File: config.mk
export PLATFORM = sky130hd
export DESIGN_NAME = priority_lease_scene_arbiter_unit
export DESIGN_NICKNAME = d
export VERILOG_FILES = /design/src/plsa_pkg.sv /design/src/priority_lease_scene_arbiter_unit.sv /design/src/plsa_core.sv
export VERILOG_INCLUDE_DIRS = /design/src /design/src/src
export SDC_FILE = /design/constraint.sdc
export NUM_CORES = 1
export LEC_CHECK = 0
export BUFFER_PORTS_ARGS = -buffer_cell sky130_fd_sc_hd__buf_2
export CORE_MARGIN = 5
export CORE_UTILIZATION = 50
export CTS_CLUSTER_SIZE = 28
export DETAILED_ROUTE_END_ITERATION = 6
export PLACE_DENSITY = 0.71
export SLEW_MARGIN = 20
export SYNTH_ARGS = -nofsm -noshare
export SYNTH_HDL_FRONTEND = slang
export SYNTH_SLANG_ARGS = --single-unit
File: constraint.sdc
create_clock -name clk_i -period 9.05 [get_ports clk_i]
set_input_delay 1.81 -clock clk_i [delete_from_list [all_inputs] [get_ports clk_i]]
set_output_delay 1.81 -clock clk_i [all_outputs]
set_load 0.01 [all_outputs]
File: src/assert_macros.svh
// Concurrent assertion helpers, sampled on clk_i and disabled in reset.
`ifndef ASSERT_MACROS_SVH
`define ASSERT_MACROS_SVH

`ifndef NO_ASSERTIONS
`define PLSA_ASSERT(lbl, prop) \
  lbl: assert property (@(posedge clk_i) disable iff (!rst_ni) (prop)) \
    else $error("assertion failed");
`define PLSA_ASSERT_NEXT(lbl, ante, cons) \
  lbl: assert property (@(posedge clk_i) disable iff (!rst_ni) (ante) |=> (cons)) \
    else $error("assertion failed");
`else
`define PLSA_ASSERT(lbl, prop)
`define PLSA_ASSERT_NEXT(lbl, ante, cons)
`endif

`endif

File: src/plsa_pkg.sv
`default_nettype none

package plsa_pkg;

  localparam int unsigned SceneW    = 5;
  localparam int unsigned PrioW     = 8;
  localparam int unsigned DurW      = 16;
  localparam int unsigned CfgDurW   = 12;
  localparam int unsigned TimeW     = 32;
  localparam int unsigned TtlW      = 31;
  localparam int unsigned SoftMsW   = 22;
  localparam int unsigned MsPerS    = 1000;

  localparam logic [SceneW-1:0] CLOCK_SCENE   = 5'd1;
  localparam logic [SceneW-1:0] SPLASH_SCENE  = 5'd15;
  localparam logic [SceneW-1:0] THERMAL_SCENE = 5'd16;
  localparam logic [SceneW-1:0] NIGHT_SCENE   = 5'd17;
  localparam logic [SceneW-1:0] OFFLINE_SCENE = 5'd18;

  localparam logic [TtlW-1:0]    HARD_TTL_RST    = 31'd3600000;
  localparam logic [CfgDurW-1:0] DEF_DUR_RST     = 12'd30;
  localparam logic [CfgDurW-1:0] MAX_DUR_RST     = 12'd3600;
  localparam logic [PrioW-1:0]   MAX_PRIO_RST    = 8'd5;

  localparam int unsigned OVR_SPLASH  = 0;
  localparam int unsigned OVR_THERMAL = 1;
  localparam int unsigned OVR_NIGHT   = 2;
  localparam int unsigned OVR_OFFLINE = 3;

  typedef enum logic [2:0] {
    KIND_REQUEST  = 3'd0,
    KIND_TICK     = 3'd1,
    KIND_OVERRIDE = 3'd2,
    KIND_CLEAR    = 3'd3,
    KIND_TAKE     = 3'd4
  } kind_e;

  typedef enum logic [1:0] {
    CFG_HARD_TTL = 2'd0,
    CFG_DEF_DUR  = 2'd1,
    CFG_MAX_DUR  = 2'd2,
    CFG_MAX_PRIO = 2'd3
  } cfg_reg_e;

  typedef struct packed {
    kind_e              kind;
    logic [SceneW-1:0]  scene;
    logic [PrioW-1:0]   prio;
    logic [DurW-1:0]    dur_sec;
    logic               sticky_req;
    logic [TimeW-1:0]   now_ms;
    logic [1:0]         override_sel;
    logic               override_on;
  } item_t;

  typedef struct packed {
    logic [TtlW-1:0]    hard_ttl_ms;
    logic [CfgDurW-1:0] dflt_dur_sec;
    logic [CfgDurW-1:0] max_dur_sec;
    logic [PrioW-1:0]   max_priority;
  } cfg_t;

  typedef struct packed {
    logic               accepted;
    logic               pending;
    logic [SceneW-1:0]  resolved_scene;
  } res_t;

  function automatic logic [SceneW-1:0] resolve_scene(input logic [3:0] flags,
                                                      input logic [SceneW-1:0] lease);
    logic [SceneW-1:0] s;
    if (flags[OVR_SPLASH]) s = SPLASH_SCENE;
    else if (flags[OVR_THERMAL]) s = THERMAL_SCENE;
    else if (flags[OVR_NIGHT]) s = NIGHT_SCENE;
    else if (flags[OVR_OFFLINE]) s = OFFLINE_SCENE;
    else s = lease;
    return s;
  endfunction

  function automatic logic is_due(input logic [TimeW-1:0] now,
                                  input logic [TimeW-1:0] deadline);
    logic [TimeW-1:0] diff;
    diff = now - deadline;
    return ~diff[TimeW-1];
  endfunction

endpackage

`default_nettype wire

File: src/priority_lease_scene_arbiter_unit.sv
// An accepted request is held in the input register, and its result in the output register.
// Throughput: one request per cycle; a stalled result holds the input register and tready.
// The lease and override logic settles between the input and output registers.
// Reset: lease at clock scene, priority 0, both deadlines zero, overrides clear, pending set,
// registers at their documented defaults.
`default_nettype none

module priority_lease_scene_arbiter_unit (
  input  wire logic        clk_i,
  input  wire logic        rst_ni,
  input  wire logic        cfg_we_i,
  input  wire logic [1:0]  cfg_index_i,
  input  wire logic [30:0] cfg_data_i,
  input  wire logic        s_axis_tvalid,
  output logic             s_axis_tready,
  // scene[4:0], prio[12:5], dur_sec[28:13], sticky_req[29], now_ms[61:30],
  // override_sel[63:62], override_on[64], zero pad[71:65]
  input  wire logic [71:0] s_axis_tdata,
  // kind[2:0]
  input  wire logic [2:0]  s_axis_tuser,
  output logic             m_axis_tvalid,
  input  wire logic        m_axis_tready,
  // accepted[0], pending[1], resolved_scene[6:2], zero pad[7]
  output logic [7:0]       m_axis_tdata
);

  plsa_pkg::cfg_t  cfg_q;
  plsa_pkg::item_t item_q, item_d;
  plsa_pkg::res_t  res;
  plsa_pkg::res_t  out_q;
  logic            in_valid_q;
  logic            out_valid_q;
  logic            advance;
  logic            s_take;

  assign advance       = in_valid_q && (!out_valid_q || m_axis_tready);
  assign s_axis_tready = !in_valid_q || advance;
  assign s_take        = s_axis_tvalid && s_axis_tready;

  always_comb begin
    item_d.kind         = plsa_pkg::kind_e'(s_axis_tuser);
    item_d.scene        = s_axis_tdata[4:0];
    item_d.prio         = s_axis_tdata[12:5];
    item_d.dur_sec      = s_axis_tdata[28:13];
    item_d.sticky_req   = s_axis_tdata[29];
    item_d.now_ms       = s_axis_tdata[61:30];
    item_d.override_sel = s_axis_tdata[63:62];
    item_d.override_on  = s_axis_tdata[64];
  end

  always_ff @(posedge clk_i or negedge rst_ni) begin
    if (!rst_ni) begin
      cfg_q.hard_ttl_ms  <= plsa_pkg::HARD_TTL_RST;
      cfg_q.dflt_dur_sec <= plsa_pkg::DEF_DUR_RST;
      cfg_q.max_dur_sec  <= plsa_pkg::MAX_DUR_RST;
      cfg_q.max_priority <= plsa_pkg::MAX_PRIO_RST;
    end else if (cfg_we_i) begin
      case (plsa_pkg::cfg_reg_e'(cfg_index_i))
        plsa_pkg::CFG_HARD_TTL: cfg_q.hard_ttl_ms  <= cfg_data_i;
        plsa_pkg::CFG_DEF_DUR:  cfg_q.dflt_dur_sec <= cfg_data_i[11:0];
        plsa_pkg::CFG_MAX_DUR:  cfg_q.max_dur_sec  <= cfg_data_i[11:0];
        plsa_pkg::CFG_MAX_PRIO: cfg_q.max_priority <= cfg_data_i[7:0];
        default: begin
        end
      endcase
    end
  end

  always_ff @(posedge clk_i or negedge rst_ni) begin
    if (!rst_ni) begin
      in_valid_q  <= 1'b0;
      out_valid_q <= 1'b0;
    end else begin
      if (s_take) in_valid_q <= 1'b1;
      else if (advance) in_valid_q <= 1'b0;
      if (advance) out_valid_q <= 1'b1;
      else if (m_axis_tready) out_valid_q <= 1'b0;
    end
  end

  always_ff @(posedge clk_i) begin
    if (s_take) item_q <= item_d;
    if (advance) out_q <= res;
  end

  plsa_core u_core (
    .clk_i  (clk_i),
    .rst_ni (rst_ni),
    .en_i   (advance),
    .item_i (item_q),
    .cfg_i  (cfg_q),
    .res_o  (res)
  );

  assign m_axis_tvalid = out_valid_q;
  assign m_axis_tdata  = {1'b0, out_q.resolved_scene, out_q.pending, out_q.accepted};

endmodule

`default_nettype wire

File: src/plsa_core.sv
`default_nettype none

`include "assert_macros.svh"

module plsa_core (
  input  wire logic           clk_i,
  input  wire logic           rst_ni,
  input  wire logic           en_i,
  input  wire plsa_pkg::item_t item_i,
  input  wire plsa_pkg::cfg_t  cfg_i,
  output plsa_pkg::res_t       res_o
);

  logic [plsa_pkg::SceneW-1:0]  scene_q, scene_d;
  logic [plsa_pkg::PrioW-1:0]   prio_q, prio_d;
  logic                         sticky_q, sticky_d;
  logic [plsa_pkg::TimeW-1:0]   soft_q, soft_d;
  logic [plsa_pkg::TimeW-1:0]   hard_q, hard_d;
  logic [3:0]                   flags_q, flags_d;
  logic                         dirty_q, dirty_d;

  logic [plsa_pkg::PrioW-1:0]   prio_sat;
  logic [plsa_pkg::DurW-1:0]    dur_pick;
  logic [plsa_pkg::CfgDurW-1:0] dur_cap;
  logic [plsa_pkg::SoftMsW-1:0] soft_ms;
  logic [plsa_pkg::TimeW-1:0]   hard_next;
  logic                         req_ok;
  logic                         soft_late;
  logic                         hard_late;
  logic                         at_default;
  logic                         revert;
  logic [plsa_pkg::SceneW-1:0]  scene_before;
  logic [plsa_pkg::SceneW-1:0]  scene_after;
  logic                         dirty_mid;

  always_comb begin
    prio_sat = (item_i.prio > cfg_i.max_priority) ? cfg_i.max_priority : item_i.prio;
    dur_pick = (item_i.dur_sec == '0) ? plsa_pkg::DurW'(cfg_i.dflt_dur_sec)
                                      : item_i.dur_sec;
    dur_cap  = (dur_pick > plsa_pkg::DurW'(cfg_i.max_dur_sec))
             ? cfg_i.max_dur_sec
             : dur_pick[plsa_pkg::CfgDurW-1:0];
    soft_ms  = plsa_pkg::SoftMsW'(dur_cap) * plsa_pkg::SoftMsW'(plsa_pkg::MsPerS);
    hard_next = item_i.now_ms + plsa_pkg::TimeW'(cfg_i.hard_ttl_ms);
    req_ok   = (prio_sat >= prio_q);

    soft_late  = (soft_q != '0) && plsa_pkg::is_due(item_i.now_ms, soft_q);
    hard_late  = plsa_pkg::is_due(item_i.now_ms, hard_q);
    at_default = (scene_q == plsa_pkg::CLOCK_SCENE) && (prio_q == '0) && !sticky_q;

    scene_d  = scene_q;
    prio_d   = prio_q;
    sticky_d = sticky_q;
    soft_d   = soft_q;
    hard_d   = hard_q;
    flags_d  = flags_q;
    revert   = 1'b0;
    res_o.accepted = 1'b0;

    case (item_i.kind)
      plsa_pkg::KIND_REQUEST: begin
        if (req_ok) begin
          res_o.accepted = 1'b1;
          scene_d  = item_i.scene;
          prio_d   = prio_sat;
          sticky_d = item_i.sticky_req;
          soft_d   = item_i.sticky_req ? '0
                                       : item_i.now_ms + plsa_pkg::TimeW'(soft_ms);
          hard_d   = hard_next;
        end
      end
      plsa_pkg::KIND_TICK: begin
        revert = (soft_late || hard_late) && !at_default;
      end
      plsa_pkg::KIND_OVERRIDE: begin
        flags_d[item_i.override_sel] = item_i.override_on;
      end
      plsa_pkg::KIND_CLEAR: begin
        revert = sticky_q;
      end
      default: begin
      end
    endcase

    if (revert) begin
      scene_d  = plsa_pkg::CLOCK_SCENE;
      prio_d   = '0;
      sticky_d = 1'b0;
      soft_d   = '0;
      hard_d   = hard_next;
    end

    scene_before = plsa_pkg::resolve_scene(flags_q, scene_q);
    scene_after  = plsa_pkg::resolve_scene(flags_d, scene_d);
    dirty_mid    = dirty_q | (scene_after != scene_before);
    dirty_d      = (item_i.kind == plsa_pkg::KIND_TAKE) ? 1'b0 : dirty_mid;

    res_o.pending        = dirty_mid;
    res_o.resolved_scene = scene_after;
  end

  always_ff @(posedge clk_i or negedge rst_ni) begin
    if (!rst_ni) begin
      scene_q  <= plsa_pkg::CLOCK_SCENE;
      prio_q   <= '0;
      sticky_q <= 1'b0;
      soft_q   <= '0;
      hard_q   <= '0;
      flags_q  <= '0;
      dirty_q  <= 1'b1;
    end else if (en_i) begin
      scene_q  <= scene_d;
      prio_q   <= prio_d;
      sticky_q <= sticky_d;
      soft_q   <= soft_d;
      hard_q   <= hard_d;
      flags_q  <= flags_d;
      dirty_q  <= dirty_d;
    end
  end

  `PLSA_ASSERT_NEXT(a_take_clears, en_i && (item_i.kind == plsa_pkg::KIND_TAKE), !dirty_q)
  `PLSA_ASSERT_NEXT(a_idle_holds, !en_i,
                    $stable(prio_q) && $stable(flags_q) && $stable(scene_q) && $stable(dirty_q))
  `PLSA_ASSERT(a_sticky_no_soft, !sticky_q || (soft_q == '0))
  `PLSA_ASSERT_NEXT(a_change_marks, en_i && (item_i.kind != plsa_pkg::KIND_TAKE) &&
                    (scene_after != scene_before), dirty_q)

endmodule

`default_nettype wire

==> results.json, run 1 <==
{
  "track_usage_pct": 20.7,
  "synth_edf_count": 75,
  "fmax_mhz": 111,
  "r2r_start": "item_q[37]$_DFFE_PP_",
  "cts_root_buf": "clkbuf_16",
  "drive_gt1_share_pct": 27.1,
  "vias_per_cell": 5.56,
  "seq_area_frac_synth_pct": 38.4,
  "cp_max_fo": 6,
  "die_height_um": 187,
  "slew_violations": 0,
  "rsz0062_at_grt": "yes",
  "clk_pin_slew_ps": 60,
  "slew_headroom_pct": 32.5,
  "antenna_found_initial": 0,
  "io_buffers": 114,
  "grt_pass1_vias": 12500,
  "grt_start_max_net_pins": 78,
  "first_pass_iters": 5,
  "dieWidth_um": 187,
  "nets": 2084,
  "drt_iter0_markers": 556,
  "coreArea_um2": 30700,
  "vias": 12000,
  "dieArea_um2": 34800,
  "synth_common_cells": "186 x ha_1, 178 x inv_1, 134 x nand2_1, 125 x dfrtp_1, 101 x o21ai_0",
  "initial_core_util_pct": 50.8,
  "hold_viol": 0,
  "cp_common_cell": "o21a_1",
  "crit_path_end_kind": "flip-flop",
  "synth_top_area_cell": "dfrtp_1",
  "startpoint_type": "flip-flop",
  "setup_viol": 0,
  "postLayoutSetupSlackWorst_ps": 36.4,
  "post-place-ws_ps": -675,
  "cts_buffer_depth": 3,
  "cp.arrival_ps": 9410,
  "cts_max_level": 1,
  "wl_per_cell_um": 17.3,
  "ioPinCount": 123,
  "syn_to_final_growth_pct": 20.7,
  "netlist_area_um2": 15600,
  "cts_sinks": 223,
  "dpl.hpwl_um": 27200,
  "cts_hold_repair.buffers": 0,
  "clock_latency_ps": 550,
  "cp-startpoint": "item_q[37]$_DFFE_PP_",
  "antenna_cells": 0,
  "synth.most_common_cell": "ha_1",
  "ys_ff_latch": 223,
  "worstMarginPinSlew_ps": 1010,
  "outcome": "finished clean",
  "critPathTopFamily": "compound AO/OA/AOI/OAI gates",
  "period_share_pct": 99.6,
  "cts_tree": "yes",
  "synth_fp_nets": 1851,
  "grt-ovfl-total": 0,
  "grt_pass1_wl_um": 60500,
  "postRouteAntennaNets": 0,
  "synth_cells": 1512,
  "async_reset_ff_share_pct": 66.4,
  "cpPeakStageDelay_ps": 570,
  "rows": 64,
  "cts_buffers": 27,
  "r2r_slack_ps": 40,
  "route.detailed.drc": 0,
  "worst-path-buf-inv": 8,
  "fillers": 2534,
  "syn_area_per_cell_um2": 10.3,
  "gp_congestion": 0.886,
  "drv_cap": 0,
  "fin_crit_ps": 9010,
  "ys.flop_type": "dfrtp_1",
  "hold_class": "reg -> reg",
  "required_ps": 9450,
  "routed_wirelength_um": 37500,
  "holdWs_ps": 478,
  "yosysUniqueCellTypes": 79,
  "synth_top_area_share_pct": 20.1,
  "skew_ps": 22.3,
  "path_class": "reg -> reg",
  "min-delay-start": "u_core.hard_q[23]$_DFFE_PN0P_",
  "ys_warn_count": 0,
  "crit_slowest_cell": "fa_1",
  "synth_area_leaders": "dfrtp_1 20%, ha_1 15%, edfxtp_1 14%, mux2_2 5.6%, fa_1 5.1%"
}
==> cells in the final DEF (no fill, tap or decap), drive strengths merged, types with 32 or more instances in the layout <==
master / instances
nor2: 48
dfrtp: 125
mux2: 78
clkbuf: 32
xnor2: 37
fa: 40
inv: 180
a21o: 38
nand2: 135
edfxtp: 75
buf: 237
ha: 186
a21oi: 77
o21ai: 123
==> path summary, 6_finish.rpt <==
check,end,cells past startpoint
max,u_core.soft_q[24]$_DFFE_PN0P_,46
min in group asynchronous,cfg_q[16]$_DFFE_PN0P_,1
max reg2reg,u_core.soft_q[24]$_DFFE_PN0P_,46
min reg2reg,u_core.hard_q[23]$_DFFE_PN0P_,2
min,u_core.hard_q[23]$_DFFE_PN0P_,2
max in group asynchronous,cfg_q[13]$_DFFE_PN0P_,2
==> tightest hold or removal path, stage by stage, from the launching register on <==
cell	delay, ps
dfrtp_1	340
nand2_1	50
o21ai_0	60
==> state kept, by name, summed over array words and instances, names as in the netlist <==
register,flops
m_axis_tvalid,1
u_core.prio_q,8
item_q,68
u_core.dirty_q,1
u_core.flags_q,4
u_core.sticky_q,1
u_core.scene_q,5
u_core.hard_q,32
cfg_q,63
in_valid_q,1
m_axis_tdata,7
u_core.soft_q,32
==> cells by family after synthesis <==
| logic type | count (synthesis) | synth area share, % |
|---|---|---|
| compound gates | 333 | 14.0 |
| flops | 223 | 38.4 |
| other cells | 1 | 0.0241 |
| buf+inv | 212 | 5.31 |
| fa+ha+maj | 226 | 20.1 |
| simple gates | 356 | 11.8 |
| xor+xnor | 64 | 3.60 |
| mux | 97 | 6.86 |
==> repair_timing <==
| action | CTS | global route |
|---|---|---|
| endpoints found under the setup margin | 13 | 15 |
| pin swaps | 21 | 52 |
| setup buffers | 16 | 12 |
| gates cloned | 0 | 0 |
| gates resized for setup | 39 | 63 |
==> metal layers <==
layer / routed length (um) / track usage [%] / vias up / part of all wire (%)
met5: 0 / 0 / - / 0
met4: 1170 / 6.45 / 0 / 3.1
met3: 1320 / 2.37 / 80 / 3.5
met2: 18800 / 37.0 / 247 / 50
met1: 16200 / 26.2 / 5842 / 43
li1: - / - / 5844 / -
==> layout make-up <==
class                           instances  area (um2)  area share [%]
Clock buffer                           32         716            3.80
Inverter                              179         672            3.57
Clock inverter                         18         173           0.918
Tap cell                              396         495            2.63
Timing Repair Buffer                  237        1530            8.13
Multi-Input combinational cell       1077        9240            49.1
Sequential cell                       223        5980            31.8
==> stage by stage <==
stage | util, % | TNS (ps) | std cells | instance area, um2
6_report | 61.3 | 0 | 2162 | 18800
5_1_grt | 61.3 | -3810 | 2162 | 18800
4_1_cts | 59.9 | 0 | 2150 | 18400
3_5_place_dp | 56.2 | -6500 | 2084 | 17200
3_3_place_gp | 56.2 | -4130 | 2084 | 17200
2_1_floorplan | - | 0 | 1512 | 15600
Power of run 1 is left out: the tool's default activity adds up to more than one toggle a clock period on the data nets, which glitch-free logic cannot reach.
==> inputs of run 2 (changes only) <==
CORE_UTILIZATION = 39   (was 50)
CTS_CLUSTER_SIZE = unset   (was 28)
PLACE_DENSITY = unset   (was 0.71)
==> run 2 against run 1 <==
Against the previous run: the run now ends with setup timing left; critical endpoint is now u_core.soft_q[30]$_DFFE_PN0P_; critical path depth fell by 5; flip-flop and latch count did not move; final area rose by 1.3%; via count fell by 2.5%; non-clock buffer count fell by 1; highest routed layer unchanged.
==> results.json, run 2 (synthesis results as in run 1) <==
{
  "cts_max_level": 1,
  "min_to": "u_core.hard_q[8]$_DFFE_PN0P_",
  "grt_start_max_net_pins": 110,
  "cp.arrival_ps": 9570,
  "cpPeakStageDelay_ps": 550,
  "rows": 73,
  "cp_common_cell": "o21a_1",
  "wl_per_cell_um": 17.0,
  "startpoint_type": "flip-flop",
  "cts_sinks": 223,
  "min-delay-start": "u_core.hard_q[8]$_DFFE_PN0P_",
  "drt_iter0_markers": 521,
  "slew_violations": 0,
  "place_area_um2": 17400,
  "grt-ovfl-total": 0,
  "min_path_cells": 2,
  "postLayoutSetupSlackWorst_ps": -97.7,
  "gp_congestion": 0.864,
  "required_ps": 9470,
  "io_buffers": 114,
  "clk_pin_slew_ps": 60,
  "crit_slowest_cell": "fa_1",
  "drv_cap": 0,
  "violations": "setup timing",
  "initial_core_util_pct": 39.3,
  "r2r_end": "u_core.soft_q[30]$_DFFE_PN0P_",
  "antenna_found_initial": 0,
  "grt_pass1_wl_um": 62200,
  "r2r_slack_ps": -100,
  "fillers": 3719,
  "cts_buffers": 29,
  "worst-path-buf-inv": 6,
  "fmax_mhz": 109,
  "nets": 2085,
  "finalInstanceArea_um2": 19100,
  "rsz0062_at_grt": "yes",
  "final_common_cell": "ha_1",
  "fin_crit_ps": 9150,
  "drive_gt1_share_pct": 27.5,
  "worstMarginPinSlew_ps": 1030,
  "ioPinCount": 123,
  "path_class": "reg -> reg",
  "largest_reg_flops": 68,
  "vias_per_cell": 5.11,
  "hold_class": "reg -> reg",
  "period_share_pct": 101,
  "skew_ps": 31.4,
  "slew_headroom_pct": 31.1,
  "dpl.hpwl_um": 28600,
  "outcome": "finished with violations",
  "grt_pass1_vias": 12100,
  "final_cell_mix": "174 x ha_1, 173 x inv_1, 132 x nand2_1",
  "postRouteAntennaNets": 0,
  "largest_register": "item_q",
  "cp.depth": 41,
  "cts_root_buf": "clkbuf_16",
  "route.detailed.drc": 0,
  "dieArea_um2": 44100,
  "hold_viol": 0,
  "cp_max_fo": 7,
  "syn_to_final_growth_pct": 22.2,
  "setup_viol": 7,
  "reg2regPathDepth": 41,
  "die_height_um": 210,
  "vias": 11700,
  "critPathTopFamily": "compound AO/OA/AOI/OAI gates",
  "dieWidth_um": 210,
  "r2r_start": "item_q[46]$_DFFE_PP_",
  "cts_tree": "yes",
  "clock_latency_ps": 580,
  "first_pass_iters": 6,
  "cts_buffer_depth": 3,
  "routed_wirelength_um": 39100,
  "track_usage_pct": 17.3,
  "coreArea_um2": 39600,
  "crit_path_end_kind": "flip-flop",
  "antenna_cells": 0,
  "reg_top3": "item_q x68, cfg_q x63"
}
[run 2: cell count changes in the layout (fill, tap and decap cells not counted), moves of 3 or more]
cell      delta
xnor2_2      +3
ha_4         +3
inv_2        +3
clkbuf_1     +3
ha_1         -4
buf_4        -8
buf_6        +7
inv_1        -3
[run 2: worst max-delay path by stage]
stage | from | endpoint | slack, ps
floorplan | item_q[49]$_DFFE_PP_ | u_core.soft_q[25]$_DFFE_PN0P_ | 40
global placement | item_q[42]$_DFFE_PP_ | u_core.soft_q[30]$_DFFE_PN0P_ | -600
detailed placement | item_q[42]$_DFFE_PP_ | u_core.soft_q[26]$_DFFE_PN0P_ | -750
CTS | item_q[46]$_DFFE_PP_ | u_core.soft_q[25]$_DFFE_PN0P_ | 3
global route | item_q[46]$_DFFE_PP_ | u_core.soft_q[30]$_DFFE_PN0P_ | -600
finish | item_q[46]$_DFFE_PP_ | u_core.soft_q[30]$_DFFE_PN0P_ | -100
[run 2: layer usage]
layer	track usage, %	up-vias	wire, um
met1	22.2	5655	17300
met2	30.9	160	19600
met5	0	-	0
met3	2.53	55	1300
met4	3.71	0	840
li1	-	5841	-
[run 2: layout make-up]
| type | instances | area, um2 | share of cell area [%] |
|---|---|---|---|
| clock buffers | 37 | 766 | 4.02 |
| repair buffers | 236 | 1550 | 8.13 |
| inverters | 179 | 672 | 3.53 |
| multi-input cells | 1077 | 9300 | 48.8 |
| flip-flops and latches | 223 | 5980 | 31.4 |
| clock inverters | 17 | 121 | 0.637 |
| well taps | 525 | 657 | 3.45 |
[run 2: worst reg2reg max path, delay by kind of cell, from the launching register on]
kind,cells,cell delay [ps]
buffers and inverters,6,760
xor gates and xnor gates,2,300
and+or+nand+nor,7,1380
AOI/OAI and AO/OA,18,2980
adders and majority gates,7,2890
muxes,1,330
DFF,1,390
[run 2: what timing repair did]
item / 4_1_cts / 5_1_grt
buffers inserted: 9 / 14
hold buffers: 0 / 0
resized for setup: 46 / 74
pin swaps: 29 / 66
setup endpoints to repair: 14 / 15
[run 2: through the flow]
stage	hold slack (ps)	setup WS, ps	util [%]	instances	TNS [ps]
after floorplan	449	44.7	-	1512	0
after global placement	464	-603	44.0	2219	-5530
after detailed placement	470	-752	44.0	2219	-7100
after CTS	482	3.08	46.8	2282	0
after global routing	497	-600	48.1	2294	-5580
final	476	-97.7	48.1	2294	-440
Power of run 2 is left out for the same reason.
==> inputs of run 3 (changes only) <==
CORE_UTILIZATION = 35   (was 39)
==> run 3 against run 2 <==
Against the previous run: the flow now finishes without violations; largest cell class unchanged; critical endpoint unchanged; via count is 1.2% higher; utilization fell by 4.5 points; critical path type unchanged; first-iteration DRC count grew 4.4%; flip-flop and latch count stayed put; routed wire length decreased by 0.59%; register-to-register slack better by 110 ps; global-route usage decreased by 1.6 points.
==> results.json, run 3 (synthesis results as in run 1) <==
{
  "final_cell_mix": "174 x inv_1, 174 x ha_1, 132 x nand2_1",
  "path_class": "reg -> reg",
  "antenna_found_initial": 0,
  "die_height_um": 221,
  "required_ps": 9460,
  "largest_reg_flops": 68,
  "drt_iter0_markers": 544,
  "place_area_um2": 17500,
  "gr-usage-met1_pct": 20.0,
  "nets": 2085,
  "cts_root_buf": "clkbuf_16",
  "cp_common_cell": "o21a_1",
  "min-delay-start": "u_core.hard_q[11]$_DFFE_PN0P_",
  "cpPeakStageDelay_ps": 550,
  "cts_buffers": 28,
  "clock_latency_ps": 560,
  "outcome": "finished clean",
  "reg2regPathDepth": 45,
  "drive_gt1_share_pct": 27.9,
  "reg_top3": "item_q x68, cfg_q x63",
  "syn_to_final_growth_pct": 23.4,
  "wl_per_cell_um": 16.5,
  "cts_hold_repair.buffers": 0,
  "vias_per_cell": 5.02,
  "skew_ps": 14.4,
  "coreArea_um2": 44100,
  "grt-busiest-layer": "met2",
  "initial_core_util_pct": 35.3,
  "clk_pin_slew_ps": 60,
  "cts_buffer_depth": 3,
  "track_usage_pct": 15.6,
  "dp_cells": 2284,
  "cp.arrival_ps": 9450,
  "r2r_start": "item_q[46]$_DFFE_PP_",
  "gp_congestion": 0.875,
  "drv_cap": 0,
  "multi_input_comb_area_um2": 9300,
  "startpoint_type": "flip-flop",
  "rsz0062_at_grt": "yes",
  "grt_pass1_vias": 12400,
  "cts_tree": "yes",
  "r2r_end": "u_core.soft_q[30]$_DFFE_PN0P_",
  "largest_register": "item_q",
  "ff_latch_area_um2": 5980,
  "cp_max_fo": 7,
  "antenna_cells": 0,
  "tns_ps": 0,
  "rows": 77,
  "vias": 11900,
  "hold_class": "reg -> reg",
  "routed_wirelength_um": 38900,
  "min_to": "u_core.hard_q[11]$_DFFE_PN0P_",
  "postRouteAntennaNets": 0,
  "grt_use_met2_pct": 27.9,
  "fin_crit_ps": 9040,
  "use_met3_pct": 2.11,
  "crit_path_end_kind": "flip-flop",
  "grt_pass1_wl_um": 63600,
  "hold_viol": 0,
  "grt_start_max_net_pins": 82,
  "dpl.hpwl_um": 28800,
  "slew_headroom_pct": 30.5,
  "fin_util_pct": 43.6,
  "min_path_cells": 2,
  "dieArea_um2": 48900,
  "dieWidth_um": 221,
  "cts_sinks": 223,
  "worst-path-buf-inv": 9,
  "critPathTopFamily": "compound AO/OA/AOI/OAI gates",
  "r2r_slack_ps": 10,
  "fin_cells": 2360,
  "io_buffers": 114,
  "finalInstanceArea_um2": 19200,
  "crit_slowest_cell": "fa_1",
  "setup_viol": 0,
  "slew_violations": 0,
  "worstMarginPinSlew_ps": 1040,
  "grt-ovfl-total": 0,
  "period_share_pct": 99.8,
  "fmax_mhz": 111,
  "fillers": 4303,
  "ioPinCount": 123,
  "first_pass_iters": 5,
  "cts_max_level": 1,
  "route.detailed.drc": 0
}
run 3: cell count changes in the layout (fill, tap and decap cells not counted), moves of 4 or more:
cell	before	now
buf_4	107	111
clkinv_1	5	1
xnor2_2	6	2
buf_6	16	12
run 3: through the flow:
step	hold slack, ps	worst slack [ps]
after floorplan	449	44.7
after global placement	464	-650
after detailed placement	471	-756
after CTS	485	13.3
after global routing	503	-471
final	479	14.4
run 3: metal layers:
metal	vias up	part of all wire (%)
met4	0	2.6
li1	5871	-
met2	189	50
met1	5731	44
met3	61	3.1
met5	-	0
run 3: how the worst max path moves through the flow:
stage                    startpoint                             to  cells past startpoint
2_1_floorplan  item_q[49]$_DFFE_PP_  u_core.soft_q[25]$_DFFE_PN0P_                     40
3_3_place_gp   item_q[42]$_DFFE_PP_  u_core.soft_q[30]$_DFFE_PN0P_                     40
3_5_place_dp   item_q[42]$_DFFE_PP_  u_core.soft_q[30]$_DFFE_PN0P_                     42
4_1_cts        item_q[46]$_DFFE_PP_  u_core.soft_q[22]$_DFFE_PN0P_                     43
5_1_grt        item_q[50]$_DFFE_PP_  u_core.soft_q[30]$_DFFE_PN0P_                     45
6_report       item_q[46]$_DFFE_PP_  u_core.soft_q[30]$_DFFE_PN0P_                     45
run 3: worst register-to-register path, delay by kind of cell, from the launching register on:
kind	cells	cell delay [ps]
compound gates	19	3040
xor+xnor	2	310
fa+ha+maj	7	2810
buf+inv	9	920
flops	1	400
mux	1	70
simple gates	7	1370
run 3: layout make-up:
| class | count | area share, % |
|---|---|---|
| Tap cell | 592 | 3.85 |
| Multi-Input combinational cell | 1077 | 48.3 |
| Clock buffer | 37 | 4.14 |
| Inverter | 179 | 3.49 |
| Timing Repair Buffer | 237 | 8.08 |
| Clock inverter | 15 | 0.995 |
| Sequential cell | 223 | 31.1 |
run 3: repair_timing:
item / 4_1_cts / 5_1_grt
pin swaps: 27 / 53
hold endpoints to repair: 0 / 0
setup endpoints to repair: 12 / 16
gates resized for setup: 51 / 70
buffers inserted: 11 / 12
Power of run 3 is left out for the same reason.
